$ cat src/alle_pkg.sv
package alle_pkg;

  localparam int unsigned SLOTS_DEF = 16;
  localparam int unsigned VALUE_BITS_DEF = 32;

  localparam int unsigned ACTION_W = 3;
  localparam int unsigned STATUS_W = 3;
  localparam int unsigned PORT_W = 4;

  typedef enum logic [ACTION_W-1:0] {
    ACT_INS_AFTER  = 3'd0,
    ACT_INS_BEFORE = 3'd1,
    ACT_DELETE     = 3'd2,
    ACT_SLOT_OF    = 3'd3,
    ACT_LOGIC_OF   = 3'd4,
    ACT_COMPACT    = 3'd5
  } action_t;

  typedef enum logic [STATUS_W-1:0] {
    ST_OK    = 3'd0,
    ST_FULL  = 3'd1,
    ST_BAD   = 3'd2,
    ST_EMPTY = 3'd3,
    ST_RANGE = 3'd4
  } status_t;

  typedef enum logic [3:0] {
    S_INIT,
    S_IDLE,
    S_DECIDE,
    S_INS_LINK,
    S_DEL_LINK,
    S_WALK_FWD,
    S_WALK_BACK,
    S_CP_READ,
    S_CP_WRITE,
    S_FREE_BUILD,
    S_DONE
  } state_t;

endpackage

$ cat src/alle_store.sv
// Slot store: link arrays, valid bits and the value memories.
module alle_store #(
  parameter int unsigned SLOTS = alle_pkg::SLOTS_DEF,
  parameter int unsigned VALUE_BITS = alle_pkg::VALUE_BITS_DEF,
  parameter int unsigned AW = $clog2(SLOTS)
) (
  input  logic                  clk,
  input  logic                  rst_n,
  input  logic [AW-1:0]         rd_a,
  input  logic [AW-1:0]         rd_b,
  output logic [AW-1:0]         next_a,
  output logic [AW-1:0]         prev_a,
  output logic                  used_a,
  output logic [AW-1:0]         next_b,
  output logic [AW-1:0]         prev_b,
  input  logic                  wn_en,
  input  logic [AW-1:0]         wn_addr,
  input  logic [AW-1:0]         wn_data,
  input  logic                  wn2_en,
  input  logic [AW-1:0]         wn2_addr,
  input  logic [AW-1:0]         wn2_data,
  input  logic                  wp_en,
  input  logic [AW-1:0]         wp_addr,
  input  logic [AW-1:0]         wp_data,
  input  logic                  wp2_en,
  input  logic [AW-1:0]         wp2_addr,
  input  logic [AW-1:0]         wp2_data,
  input  logic                  wu_en,
  input  logic [AW-1:0]         wu_addr,
  input  logic                  wu_data,
  input  logic                  val_we,
  input  logic [AW-1:0]         val_waddr,
  input  logic [VALUE_BITS-1:0] val_wdata,
  input  logic [AW-1:0]         val_raddr,
  output logic [VALUE_BITS-1:0] val_rdata,
  input  logic                  scr_we,
  input  logic [AW-1:0]         scr_addr,
  input  logic [VALUE_BITS-1:0] scr_wdata,
  output logic [VALUE_BITS-1:0] scr_rdata
);
  import alle_pkg::*;

  logic [AW-1:0]         next_r [SLOTS];
  logic [AW-1:0]         prev_r [SLOTS];
  logic [SLOTS-1:0]      used_r;
  logic [VALUE_BITS-1:0] val_mem [SLOTS];
  logic [VALUE_BITS-1:0] scr_mem [SLOTS];

  // Link arrays reset to the initial free chain; later writes win.
  always_ff @(posedge clk) begin
    if (!rst_n) begin
      for (int i = 0; i < SLOTS; i++) begin
        next_r[i] <= (i == 0 || i == SLOTS - 1) ? '0 : AW'(i + 1);
        prev_r[i] <= '0;
      end
      used_r <= '0;
    end else begin
      if (wn_en) next_r[wn_addr] <= wn_data;
      if (wn2_en) next_r[wn2_addr] <= wn2_data;
      if (wp_en) prev_r[wp_addr] <= wp_data;
      if (wp2_en) prev_r[wp2_addr] <= wp2_data;
      if (wu_en) used_r[wu_addr] <= wu_data;
    end
  end

  assign next_a = next_r[rd_a];
  assign prev_a = prev_r[rd_a];
  assign used_a = used_r[rd_a];
  assign next_b = next_r[rd_b];
  assign prev_b = prev_r[rd_b];

  // Value and scratch memories with registered reads.
  always_ff @(posedge clk) begin
    if (val_we) val_mem[val_waddr] <= val_wdata;
    val_rdata <= val_mem[val_raddr];
    if (scr_we) scr_mem[scr_addr] <= scr_wdata;
    scr_rdata <= scr_mem[scr_addr];
  end

endmodule

$ cat src/array_linked_list_engine_top.sv
// Linked-list engine over a fixed slot array with a free chain. One request
// is taken at a time; in_ready is low while it runs and while its result
// waits. Successful inserts and deletes pass S_DECIDE and a link state
// before S_DONE. Rejected requests, unknown actions and a compaction of an
// already ordered list go from S_DECIDE straight to S_DONE. Index lookups
// follow one link per step. A compaction gathers values into scratch, writes
// them back in slot order and rebuilds the free chain. All of these run on
// the single link-walk sequencer and the registered read of the value and
// scratch memories. in_ready returns in the cycle after a result is accepted.
// Reset needs no clearing pass; the first request is taken once S_INIT is left.
module array_linked_list_engine_top #(
  parameter int unsigned SLOTS = alle_pkg::SLOTS_DEF,
  parameter int unsigned VALUE_BITS = alle_pkg::VALUE_BITS_DEF
) (
  input  logic                              clk,
  input  logic                              rst_n,
  input  logic                              in_valid,
  output logic                              in_ready,
  input  logic [alle_pkg::ACTION_W-1:0]     in_action,
  input  logic [alle_pkg::PORT_W-1:0]       in_position,
  input  logic [VALUE_BITS-1:0]             in_value,
  output logic                              out_valid,
  input  logic                              out_ready,
  output logic [alle_pkg::STATUS_W-1:0]     out_status,
  output logic [alle_pkg::PORT_W-1:0]       out_slot,
  output logic [alle_pkg::PORT_W-1:0]       out_logical_index,
  output logic [alle_pkg::PORT_W-1:0]       out_count
);
  import alle_pkg::*;

  localparam int unsigned AW = $clog2(SLOTS);
  localparam int unsigned CW = $clog2(SLOTS + 1);

  state_t state_r, state_nxt;
  logic [ACTION_W-1:0]   act_r, act_nxt;
  logic [PORT_W-1:0]     pos_r, pos_nxt;
  logic [VALUE_BITS-1:0] val_r, val_nxt;
  logic [AW-1:0]         first_r, first_nxt, last_r, last_nxt, free_r, free_nxt;
  logic [CW-1:0]         cnt_r, cnt_nxt;
  logic                  ord_r, ord_nxt;
  logic [AW-1:0]         walk_r, walk_nxt, newslot_r, newslot_nxt;
  logic [CW-1:0]         idx_r, idx_nxt;
  logic [STATUS_W-1:0]   st_r, st_nxt;
  logic [PORT_W-1:0]     oslot_r, oslot_nxt, olog_r, olog_nxt;
  logic                  ovalid_r, ovalid_nxt;

  logic [AW-1:0] rd_a, rd_b, next_a, prev_a, next_b, prev_b;
  logic          used_a;
  logic          wn_en, wn2_en, wp_en, wp2_en, wu_en, wu_data, val_we, scr_we;
  logic [AW-1:0] wn_addr, wn_data, wn2_addr, wn2_data, wp_addr, wp_data;
  logic [AW-1:0] wp2_addr, wp2_data, wu_addr, val_waddr, val_raddr, scr_addr;
  logic [VALUE_BITS-1:0] val_wdata, val_rdata, scr_rdata;

  alle_store #(.SLOTS(SLOTS), .VALUE_BITS(VALUE_BITS), .AW(AW)) u_store (
    .clk, .rst_n, .rd_a, .rd_b, .next_a, .prev_a, .used_a, .next_b, .prev_b,
    .wn_en, .wn_addr, .wn_data, .wn2_en, .wn2_addr, .wn2_data,
    .wp_en, .wp_addr, .wp_data, .wp2_en, .wp2_addr, .wp2_data,
    .wu_en, .wu_addr, .wu_data, .val_we, .val_waddr, .val_wdata, .val_raddr,
    .val_rdata, .scr_we, .scr_addr, .scr_wdata(val_rdata), .scr_rdata
  );

  logic pos_ok;
  logic [AW-1:0] pos_a;
  assign pos_ok = ({{(32 - PORT_W){1'b0}}, pos_r} < 32'(SLOTS));
  assign pos_a = AW'(pos_r);

  assign in_ready = (state_r == S_IDLE) && !ovalid_r;
  assign out_valid = ovalid_r;
  assign out_status = st_r;
  assign out_slot = oslot_r;
  assign out_logical_index = olog_r;
  assign out_count = PORT_W'(cnt_r);

  // Control and list registers.
  always_ff @(posedge clk) begin
    if (!rst_n) begin
      state_r <= S_INIT;
      first_r <= '0;
      last_r <= '0;
      free_r <= AW'(1);
      cnt_r <= '0;
      ord_r <= 1'b1;
      ovalid_r <= 1'b0;
    end else begin
      state_r <= state_nxt;
      first_r <= first_nxt;
      last_r <= last_nxt;
      free_r <= free_nxt;
      cnt_r <= cnt_nxt;
      ord_r <= ord_nxt;
      ovalid_r <= ovalid_nxt;
    end
  end

  // Request and working registers.
  always_ff @(posedge clk) begin
    act_r <= act_nxt;
    pos_r <= pos_nxt;
    val_r <= val_nxt;
    walk_r <= walk_nxt;
    newslot_r <= newslot_nxt;
    idx_r <= idx_nxt;
    st_r <= st_nxt;
    oslot_r <= oslot_nxt;
    olog_r <= olog_nxt;
  end

  // Sequencer.
  always_comb begin
    state_nxt = state_r;
    act_nxt = act_r; pos_nxt = pos_r; val_nxt = val_r;
    first_nxt = first_r; last_nxt = last_r; free_nxt = free_r;
    cnt_nxt = cnt_r; ord_nxt = ord_r; walk_nxt = walk_r;
    newslot_nxt = newslot_r; idx_nxt = idx_r; st_nxt = st_r;
    oslot_nxt = oslot_r; olog_nxt = olog_r;
    ovalid_nxt = ovalid_r && !out_ready;
    rd_a = pos_a; rd_b = walk_r;
    wn_en = 1'b0; wn_addr = '0; wn_data = '0;
    wn2_en = 1'b0; wn2_addr = '0; wn2_data = '0;
    wp_en = 1'b0; wp_addr = '0; wp_data = '0;
    wp2_en = 1'b0; wp2_addr = '0; wp2_data = '0;
    wu_en = 1'b0; wu_addr = '0; wu_data = 1'b0;
    val_we = 1'b0; val_waddr = newslot_r; val_wdata = val_r;
    val_raddr = walk_r; scr_we = 1'b0; scr_addr = AW'(idx_r);
    case (state_r)
      S_INIT: state_nxt = S_IDLE;
      S_IDLE: begin
        if (in_valid && in_ready) begin
          act_nxt = in_action;
          pos_nxt = in_position;
          val_nxt = in_value;
          st_nxt = ST_OK;
          oslot_nxt = '0;
          olog_nxt = '0;
          state_nxt = S_DECIDE;
        end
      end
      S_DECIDE: begin
        rd_a = pos_a;
        rd_b = free_r;
        state_nxt = S_DONE;
        case (act_r)
          ACT_INS_AFTER, ACT_INS_BEFORE: begin
            if (!pos_ok) st_nxt = ST_BAD;
            else if (free_r == '0) st_nxt = ST_FULL;
            else if (cnt_r != '0 && !(act_r == ACT_INS_AFTER && pos_a == last_r)
                     && !(act_r == ACT_INS_BEFORE && pos_a == first_r)
                     && (pos_a == '0 || !used_a)) st_nxt = ST_BAD;
            else begin
              // Pop the free head and store the value.
              newslot_nxt = free_r;
              free_nxt = next_b;
              wu_en = 1'b1; wu_addr = free_r; wu_data = 1'b1;
              val_we = 1'b1; val_waddr = free_r;
              oslot_nxt = PORT_W'(free_r);
              cnt_nxt = cnt_r + CW'(1);
              state_nxt = S_INS_LINK;
            end
          end
          ACT_DELETE: begin
            if (cnt_r == '0) st_nxt = ST_EMPTY;
            else if (!pos_ok || pos_a == '0 || !used_a) st_nxt = ST_BAD;
            else state_nxt = S_DEL_LINK;
          end
          ACT_SLOT_OF: begin
            if ({{(CW + 1){1'b0}}, pos_r} >= (PORT_W + CW + 1)'(cnt_r)) st_nxt = ST_RANGE;
            else begin
              walk_nxt = first_r;
              idx_nxt = '0;
              state_nxt = S_WALK_FWD;
            end
          end
          ACT_LOGIC_OF: begin
            if (!pos_ok || pos_a == '0 || !used_a) st_nxt = ST_BAD;
            else begin
              walk_nxt = pos_a;
              idx_nxt = '0;
              state_nxt = S_WALK_BACK;
            end
          end
          ACT_COMPACT: begin
            if (!ord_r) begin
              walk_nxt = first_r;
              idx_nxt = CW'(1);
              state_nxt = S_CP_READ;
            end
          end
          default: ;
        endcase
      end
      S_INS_LINK: begin
        rd_a = pos_a;
        state_nxt = S_DONE;
        if (cnt_r == CW'(1)) begin
          wn_en = 1'b1; wn_addr = newslot_r; wn_data = '0;
          wp_en = 1'b1; wp_addr = newslot_r; wp_data = '0;
          first_nxt = newslot_r; last_nxt = newslot_r;
          ord_nxt = (newslot_r == AW'(1));
        end else if (act_r == ACT_INS_AFTER && pos_a == last_r) begin
          wn_en = 1'b1; wn_addr = newslot_r; wn_data = '0;
          wp_en = 1'b1; wp_addr = newslot_r; wp_data = last_r;
          wn2_en = 1'b1; wn2_addr = last_r; wn2_data = newslot_r;
          ord_nxt = ord_r && (CW'(newslot_r) == cnt_r);
          last_nxt = newslot_r;
        end else if (act_r == ACT_INS_BEFORE && pos_a == first_r) begin
          wp_en = 1'b1; wp_addr = newslot_r; wp_data = '0;
          wn_en = 1'b1; wn_addr = newslot_r; wn_data = first_r;
          wp2_en = 1'b1; wp2_addr = first_r; wp2_data = newslot_r;
          first_nxt = newslot_r;
          ord_nxt = 1'b0;
        end else if (act_r == ACT_INS_AFTER) begin
          wn_en = 1'b1; wn_addr = newslot_r; wn_data = next_a;
          wp_en = 1'b1; wp_addr = newslot_r; wp_data = pos_a;
          wp2_en = 1'b1; wp2_addr = next_a; wp2_data = newslot_r;
          wn2_en = 1'b1; wn2_addr = pos_a; wn2_data = newslot_r;
          ord_nxt = 1'b0;
        end else begin
          wp_en = 1'b1; wp_addr = newslot_r; wp_data = prev_a;
          wn_en = 1'b1; wn_addr = newslot_r; wn_data = pos_a;
          wn2_en = 1'b1; wn2_addr = prev_a; wn2_data = newslot_r;
          wp2_en = 1'b1; wp2_addr = pos_a; wp2_data = newslot_r;
          ord_nxt = 1'b0;
        end
      end
      S_DEL_LINK: begin
        rd_a = pos_a;
        state_nxt = S_DONE;
        cnt_nxt = cnt_r - CW'(1);
        wu_en = 1'b1; wu_addr = pos_a; wu_data = 1'b0;
        free_nxt = pos_a;
        if (pos_a == last_r) begin
          last_nxt = prev_a;
          if (prev_a != '0) begin
            wn2_en = 1'b1; wn2_addr = prev_a; wn2_data = '0;
          end
          if (cnt_r == CW'(1)) begin
            first_nxt = '0; last_nxt = '0; ord_nxt = 1'b1;
          end
        end else if (pos_a == first_r) begin
          first_nxt = next_a;
          wp2_en = 1'b1; wp2_addr = next_a; wp2_data = '0;
          ord_nxt = 1'b0;
        end else begin
          wn2_en = 1'b1; wn2_addr = prev_a; wn2_data = next_a;
          wp2_en = 1'b1; wp2_addr = next_a; wp2_data = prev_a;
          ord_nxt = 1'b0;
        end
        // The freed slot's own links; the neighbor updates never address it.
        wn_en = 1'b1; wn_addr = pos_a; wn_data = free_r;
        wp_en = 1'b1; wp_addr = pos_a; wp_data = '0;
      end
      S_WALK_FWD: begin
        rd_b = walk_r;
        if (idx_r == CW'(pos_r)) begin
          oslot_nxt = PORT_W'(walk_r);
          state_nxt = S_DONE;
        end else begin
          walk_nxt = next_b;
          idx_nxt = idx_r + CW'(1);
        end
      end
      S_WALK_BACK: begin
        rd_b = walk_r;
        if (prev_b == '0 || idx_r == CW'(SLOTS)) begin
          olog_nxt = PORT_W'(idx_r);
          state_nxt = S_DONE;
        end else begin
          walk_nxt = prev_b;
          idx_nxt = idx_r + CW'(1);
        end
      end
      S_CP_READ: begin
        // Gather values in list order into scratch, one per S_CP_READ/S_CP_WRITE pass.
        rd_b = walk_r;
        val_raddr = walk_r;
        if (idx_r > cnt_r || idx_r == CW'(SLOTS)) begin
          idx_nxt = CW'(1);
          state_nxt = S_CP_WRITE;
        end else begin
          walk_nxt = next_b;
          state_nxt = S_CP_WRITE;
          newslot_nxt = '1;
        end
      end
      S_CP_WRITE: begin
        if (newslot_r == '1 && act_r == ACT_COMPACT) begin
          // Scratch write of the value read last cycle.
          scr_we = 1'b1;
          newslot_nxt = '0;
          idx_nxt = idx_r + CW'(1);
          state_nxt = S_CP_READ;
        end else begin
          // Write back from scratch and relink slot idx.
          scr_addr = AW'(idx_r);
          if (idx_r > cnt_r || idx_r == CW'(SLOTS)) begin
            idx_nxt = cnt_r + CW'(1);
            state_nxt = S_FREE_BUILD;
          end else if (newslot_r == '0) begin
            newslot_nxt = AW'(1);
          end else begin
            val_we = 1'b1; val_waddr = AW'(idx_r); val_wdata = scr_rdata;
            wu_en = 1'b1; wu_addr = AW'(idx_r); wu_data = 1'b1;
            wp_en = 1'b1; wp_addr = AW'(idx_r); wp_data = AW'(idx_r - CW'(1));
            wn_en = 1'b1; wn_addr = AW'(idx_r);
            wn_data = (idx_r < cnt_r) ? AW'(idx_r + CW'(1)) : '0;
            idx_nxt = idx_r + CW'(1);
            newslot_nxt = '0;
          end
        end
      end
      S_FREE_BUILD: begin
        if (idx_r >= CW'(SLOTS)) begin
          free_nxt = (cnt_r + CW'(1) < CW'(SLOTS)) ? AW'(cnt_r + CW'(1)) : '0;
          first_nxt = (cnt_r != '0) ? AW'(1) : '0;
          last_nxt = AW'(cnt_r);
          ord_nxt = 1'b1;
          state_nxt = S_DONE;
        end else begin
          wu_en = 1'b1; wu_addr = AW'(idx_r); wu_data = 1'b0;
          wp_en = 1'b1; wp_addr = AW'(idx_r); wp_data = '0;
          wn_en = 1'b1; wn_addr = AW'(idx_r);
          wn_data = (idx_r + CW'(1) < CW'(SLOTS)) ? AW'(idx_r + CW'(1)) : '0;
          idx_nxt = idx_r + CW'(1);
        end
      end
      S_DONE: begin
        ovalid_nxt = 1'b1;
        state_nxt = S_IDLE;
      end
      default: state_nxt = S_IDLE;
    endcase
  end

  // No new transaction is taken while a result is pending or work runs.
  assert property (@(posedge clk) disable iff (!rst_n)
    in_ready |-> !out_valid && state_r == S_IDLE)
    else $error("ready while busy");
  assert property (@(posedge clk) disable iff (!rst_n)
    cnt_r <= CW'(SLOTS - 1))
    else $error("count overflow");
  assert property (@(posedge clk) disable iff (!rst_n)
    (cnt_r == '0 && state_r == S_IDLE) |-> first_r == '0 && last_r == '0)
    else $error("empty list with ends");
  assert property (@(posedge clk) disable iff (!rst_n)
    (in_valid && in_ready) |=> state_r == S_DECIDE)
    else $error("accepted transaction not started");

endmodule
$ cat config.mk
export PLATFORM = sky130hd
export DESIGN_NAME = array_linked_list_engine_top
export DESIGN_NICKNAME = d
export VERILOG_FILES = /design/src/alle_pkg.sv /design/src/alle_store.sv /design/src/array_linked_list_engine_top.sv
export SDC_FILE = /design/constraint.sdc
export NUM_CORES = 1
export LEC_CHECK = 0
export ABC_AREA = 0
export BUFFER_PORTS_ARGS = -buffer_cell sky130_fd_sc_hd__buf_2
export CORE_MARGIN = 5
export CORE_UTILIZATION = 39
export DETAILED_ROUTE_END_ITERATION = 10
export GPL_TIMING_DRIVEN = 0
export SLEW_MARGIN = 20
export SYNTH_ARGS = -nofsm -noshare
export SYNTH_HDL_FRONTEND = slang
export SYNTH_SLANG_ARGS = --single-unit
$ cat constraint.sdc
create_clock -name clk -period 4.1 [get_ports clk]
set_input_delay 0.41 -clock clk [delete_from_list [all_inputs] [get_ports clk]]
set_output_delay 0.41 -clock clk [all_outputs]
set_load 0.01 [all_outputs]
==> results of run 1 <==
[registers in the layout, summed over array words and instances (netlist names), 5 cells and up, named ones only]
register        cells
u_store.used_r     15
u_store.next_r     64
u_store.prev_r     64
idx_r               5
cnt_r               5
[per-layer routing]
metal | vias to the layer above | routed length, µm | global-route usage, %
met2 | 699 | 23000 | 39.8
met1 | 5929 | 20100 | 34.5
met4 | 2 | 1930 | 8.26
li1 | 5354 | - | -
met5 | - | 13 | 0
met3 | 123 | 4830 | 3.34
[repair_timing]
item	CTS	global route
setup endpoints to repair	197	245
resized for setup	29	41
pin swaps	3	5
setup buffers	4	5
[critical path, cell delays in order, from the launching register on]
cell,delay (ns)
edfxtp_1,0.39
clkbuf_2,0.34
inv_1,0.18
ha_1,0.29
and4_1,0.25
nor3_1,0.48
a21o_1,0.29
a21oi_1,0.19
a211o_1,0.45
nor2_1,0.52
or3_1,0.31
[synthesized netlist by cell type, drive strengths merged, types with 9 or more instances]
master  instances  area [µm²]
edfxtp        159        4770
a31oi          19         138
nand3          36         180
o21a            9        67.6
o22ai          14        87.6
nand2b         11        68.8
nand2         202         758
nor4           13         100
nor2          118         445
or3            15        93.8
xnor2          18         158
ha             15         188
and2           14        87.6
nor3           27         155
o21ai          57         285
dfxtp          42         841
nand4           9        56.3
mux4           51        1150
xor2           10        87.6
a22oi          37         288
inv            14        52.6
clkbuf         69         259
a21oi          61         305
nor4b           9         100
nor2b          24         150
buf            39         225
mux2i         182        1820
a211oi         11        82.6
[cells by family after synthesis]
kind of cell / Yosys count / synth area share, %
adders and majority gates: 15 / 1.35
buffers and inverters: 125 / 3.95
AOI/OAI and AO/OA: 272 / 13.2
xor gates and xnor gates: 28 / 1.77
DFF: 201 / 40.5
muxes: 241 / 22.1
and+or+nand+nor: 504 / 17.2
[where the power goes]
group	total, W	switching [W]	internal (W)
sequential	0.00288	0.000318	0.00256
combinational	0.00545	0.00361	0.00184
clock	0.00215	0.000911	0.00124
total	0.0105	0.00484	0.00565
[path summary, 6_finish.rpt]
kind                                                      from                        endpoint  slack, ns  cells after the start
worst max-delay path                        idx_r[0]$_DFFE_PP_  u_store.prev_r[2][1]$_DFFE_PP_       0.11                     10
worst min-delay path                              in_action[0]              act_r[0]$_DFFE_PP_       0.05                      1
worst max register to register              idx_r[0]$_DFFE_PP_  u_store.prev_r[2][1]$_DFFE_PP_       0.11                     10
worst min register to register  u_store.used_r[4]$_SDFFE_PN0P_  u_store.used_r[4]$_SDFFE_PN0P_       0.47                      2
[through the flow]
step	cell area (µm²)	setup TNS, ns	power [W]	std cells
floorplan	13900	0	0.00626	1386
global placement	14600	-31.03	0.00794	1873
detailed placement	14600	-35.88	0.00795	1873
CTS	15500	-0.136	0.0102	1920
global route	15600	-0.0103	0.0109	1922
finish	15600	0	0.0105	1922
[cell type report]
cell class                      count  area share [%]
Clock buffer                       29            4.09
Timing Repair Buffer               35            1.26
Buffer                            104            3.17
Sequential cell                   201            35.9
Clock inverter                     15           0.888
Multi-Input combinational cell   1060            50.6
Inverter                           17           0.432
Tap cell                          461            3.69
==> flow_summary.yaml, run 1 <==
detailed_routing:
  ant_nets: 0
  drt-total-wl_um: 49800
  drt_iter0_drc: 1460
  wl_per_cell_um: 25.9
  via_per_inst: 6.30
  drc: 0
  vias: 12107
  dr.pass1.iters: 5
worst_hold_path:
  hold_path.class: "input pin to register"
worst_setup_path:
  cp-end-kind: "register"
  cp.arrival_ns: 4.24
  cp_max_fo: 9
  start_kind: "register"
  crit_required_ns: 4.35
  crit_type: "register to register"
sta:
  drv_slew: 0
  period_share_pct: 97.3
  fmax_mhz: 251
  worstMarginPinSlew_ns: 1.03
  hold_viol_final: 0
  whs_ns: 0.0537
  fin_crit_ns: 3.99
  relSlewSlack_pct: 31.2
  setup_viol: 0
  worst_clock_skew_ns: 0.0212
  setup_ws_ns: 0.111
grt:
  gr-total-overflow: 0
  grt_max_degree: 19
  track_usage_pct: 24.7
  antenna_found_initial: 1
  grt_pass1_wl_um: 73700
  grt_pass1_vias: 11580
die:
  die-area_um2: 39400
  rows: 69
  num_io_pins: 60
  core_um2: 35300
  die_width_um: 199
  start_util_pct: 39.3
  die_y_um: 199
clock_tree:
  clkTransAtPathRegs_ns: 0.06
  ctsRootBufferMaster: "clkbuf_16"
  holdBufCountCts: 0
  htreeDepth: 1
  cts_buffer_depth: 3
  insertion_delay_ns: 0.55
  cts_buffers: 24
  cts_tree: "done"
  cts_sinks: 201
power_and_ir_drop:
  ir_drop_mv: 0.345
  cellLeakagePower_nw: 5.71
  power.density_nw_per_um2: 670
place:
  portBuffers: 26
  pre_cts_ws_ns: -0.387
  gp_congestion: 1.01
  dpl.hpwl_um: 37500
logic_synthesis:
  synth_area_um2: 13900
  ys_ff_latch: 201
  ys_async_sr_fraction_pct: 0
  ys_warn_count: 0
  seq_area_frac_synth_pct: 40.5
  synth_cell_types: 77
  postSynthCellCount: 1386
  synth_enable_flop_cells: 159
  synth-main-ff-cell: "edfxtp_1"
  synth.avg_cell_area_um2: 10.0
  synth_nets: 1444
layout:
  fillers: 3305
  diodes: 0
  area_growth_pct: 12.9
  multi_input_area_um2: 7910
  drive_gt1_share_pct: 16.1
  register_area_um2: 5620
  fin_nets: 1501
  final_util_pct: 44.3
  final_cell_mix: "nand2_1 (202), mux2i_1 (181), edfxtp_1 (159)"
  layout_commonest_cell: "nand2_1"
status:
  status: "complete, no violations"
job:
  max_cap_violations: 0
(Power assumes the default switching activity.)
==> run 2, diff against run 1 <==
--- a/config.mk
+++ b/config.mk
@@ -7,11 +7,15 @@
 export LEC_CHECK = 0
 export ABC_AREA = 0
 export BUFFER_PORTS_ARGS = -buffer_cell sky130_fd_sc_hd__buf_2
+export CELL_PAD_IN_SITES_DETAIL_PLACEMENT = 1
+export CELL_PAD_IN_SITES_GLOBAL_PLACEMENT = 2
 export CORE_MARGIN = 5
 export CORE_UTILIZATION = 39
 export DETAILED_ROUTE_END_ITERATION = 10
 export GPL_TIMING_DRIVEN = 0
+export PLACE_DENSITY_LB_ADDON = 0.1
 export SLEW_MARGIN = 20
 export SYNTH_ARGS = -nofsm -noshare
 export SYNTH_HDL_FRONTEND = slang
+export SYNTH_HIERARCHICAL = 1
 export SYNTH_SLANG_ARGS = --single-unit
==> flow_summary.yaml, run 2 <==
clock_tree:
  cts_buffers: 17
  holdBufCountCts: 0
  cts_buffer_depth: 2
  cts_sinks: 198
  ctsRootBufferMaster: "clkbuf_16"
  cts_tree: "done"
  insertion_delay_ns: 0.47
  clkTransAtPathRegs_ns: 0.08
  htreeDepth: 4
die:
  rows: 68
  die_width_um: 198
  start_util_pct: 39.7
  core_um2: 34600
  die-area_um2: 39100
  die_y_um: 198
  num_io_pins: 60
sta:
  fin_crit_ns: 3.99
  worstMarginPinSlew_ns: 1.15
  hold_viol_final: 0
  drv_slew: 0
  whs_ns: 0.120
  rsz0062_at_grt: "true"
  fmax_mhz: 251
  setup_viol: 0
  relSlewSlack_pct: 22.3
  worst_clock_skew_ns: 0.0161
  period_share_pct: 97.3
job:
  max_cap_violations: 0
place:
  dpl.hpwl_um: 41400
  gp_congestion: 0.905
  placed_cell_area_um2: 14400
  portBuffers: 27
detailed_routing:
  wl_per_cell_um: 30.0
  via_per_inst: 6.67
  ant_nets: 0
  drt_iter0_drc: 1087
  dr.pass1.iters: 5
  route.met2.wl_um: 26400
  routed.top_layer: "met4"
  vias: 12407
  wl_met3_um: 3580
  drc: 0
  met1_length_um: 23700
  drt-total-wl_um: 55800
worst_setup_path:
  start_kind: "register"
  reg2regPathDepth: 17
  reg2reg_slack_ns: 0.11
  cp_max_fo: 10
  crit_type: "register to register"
  r2r-start: "state_r[3]$_SDFFE_PN0P_"
  crit_required_ns: 4.48
  worstReg2RegEnd: "state_r[3]$_SDFFE_PN0P_"
  cp.arrival_ns: 4.37
  cp-end-kind: "register"
worst_hold_path:
  whs_endpoint: "pos_a[0]$_DFFE_PP_"
  min_from: "in_position[0]"
  hold_path.class: "input pin to register"
  hold_path_depth: 1
layout:
  final_util_pct: 45.3
  area_growth_pct: 14.3
  register_area_um2: 5560
  design_area_um2: 15700
  layout_commonest_cell: "edfxtp_1"
  final_cell_mix: "edfxtp_1 (159), o21ai_0 (111), nand2_1 (102)"
  diodes: 0
  multi_input_area_um2: 7850
  drive_gt1_share_pct: 21.2
  fillers: 3828
  fin_nets: 1450
  largest_registers: "u_store/next_r x64, u_store/prev_r x64, u_store/used_r x16"
logic_synthesis:
  synth_area_um2: 13700
  ys_warn_count: 6
  synth_nets: 1385
  synth.avg_cell_area_um2: 10.3
  postSynthCellCount: 1327
grt:
  grt_max_degree: 20
  antenna_found_initial: 0
  gr-total-overflow: 0
  track_usage_pct: 28.1
  grt_pass1_wl_um: 82100
  grt_pass1_vias: 12395
power_and_ir_drop:
  cellLeakagePower_nw: 5.02
  ir_drop_mv: 0.374
  power.density_nw_per_um2: 545
status:
  status: "complete, no violations"
## run 2: layout make-up
type | instances | area share, %
multi-input combinational | 967 | 50.0
clock buffer | 17 | 2.71
inverter | 30 | 0.717
buffer | 125 | 4.42
tap | 455 | 3.63
timing repair buffer | 53 | 2.26
clock inverter | 15 | 0.861
sequential | 198 | 35.4
## run 2: routing by layer
metal	GRT usage, %	up-vias
met3	4.37	102
met5	0	-
li1	-	5404
met4	9.95	0
met2	46.0	475
met1	38.2	6426
## run 2: power breakdown
part,internal (W),switching [W],total [W]
sequential,0.00241,0.000140,0.00255
clock,0.000806,0.000899,0.00171
combinational,0.00156,0.00274,0.00430
## run 2: worst max path at each step
stage / cells past startpoint / endpoint / startpoint / slack, ns
detailed placement: 16 / state_r[3]$_SDFFE_PN0P_ / state_r[1]$_SDFFE_PN0P_ / -1.42
floorplan: 17 / state_r[3]$_SDFFE_PN0P_ / state_r[1]$_SDFFE_PN0P_ / 0.26
global placement: 14 / val_raddr[1]$_DFFE_PP_ / state_r[1]$_SDFFE_PN0P_ / -1.51
global route: 18 / state_r[3]$_SDFFE_PN0P_ / state_r[3]$_SDFFE_PN0P_ / -0.006
finish: 17 / state_r[3]$_SDFFE_PN0P_ / state_r[3]$_SDFFE_PN0P_ / 0.11
CTS: 17 / state_r[3]$_SDFFE_PN0P_ / state_r[3]$_SDFFE_PN0P_ / -0.02
## run 2: repair_timing
item / in CTS / in global routing
endpoints found under the setup margin: 301 / 256
pin swaps: 12 / 9
gates resized for setup: 85 / 66
setup buffers: 19 / 7
hold endpoints to repair: 0 / 0
## run 2: per-stage QoR
| step | setup WS [ns] | std cells | TNS (ns) | total power, W |
|---|---|---|---|---|
| after floorplan | 0.264 | 1327 | 0 | 0.00496 |
| after global placement | -1.51 | 1809 | -162.89 | 0.00625 |
| after detailed placement | -1.42 | 1809 | -161.23 | 0.00630 |
| after CTS | -0.0170 | 1853 | -0.0170 | 0.00834 |
| after global routing | -0.00640 | 1860 | -0.00640 | 0.00890 |
| final | 0.111 | 1860 | 0 | 0.00855 |
## run 2: critical path: stages, from the launching register on
cell,delay [ns]
dfxtp_1,0.31
buf_2,0.18
clkbuf_4,0.24
inv_1,0.11
nand3_4,0.17
nand2_1,0.09
nand2_2,0.08
buf_8,0.17
buf_12,0.17
mux4_2,0.54
a22oi_1,0.20
nand2_1,0.14
nor4_4,0.46
nor3_4,0.10
or3_4,0.36
a211oi_4,0.21
o21ai_0,0.12
a31oi_1,0.22
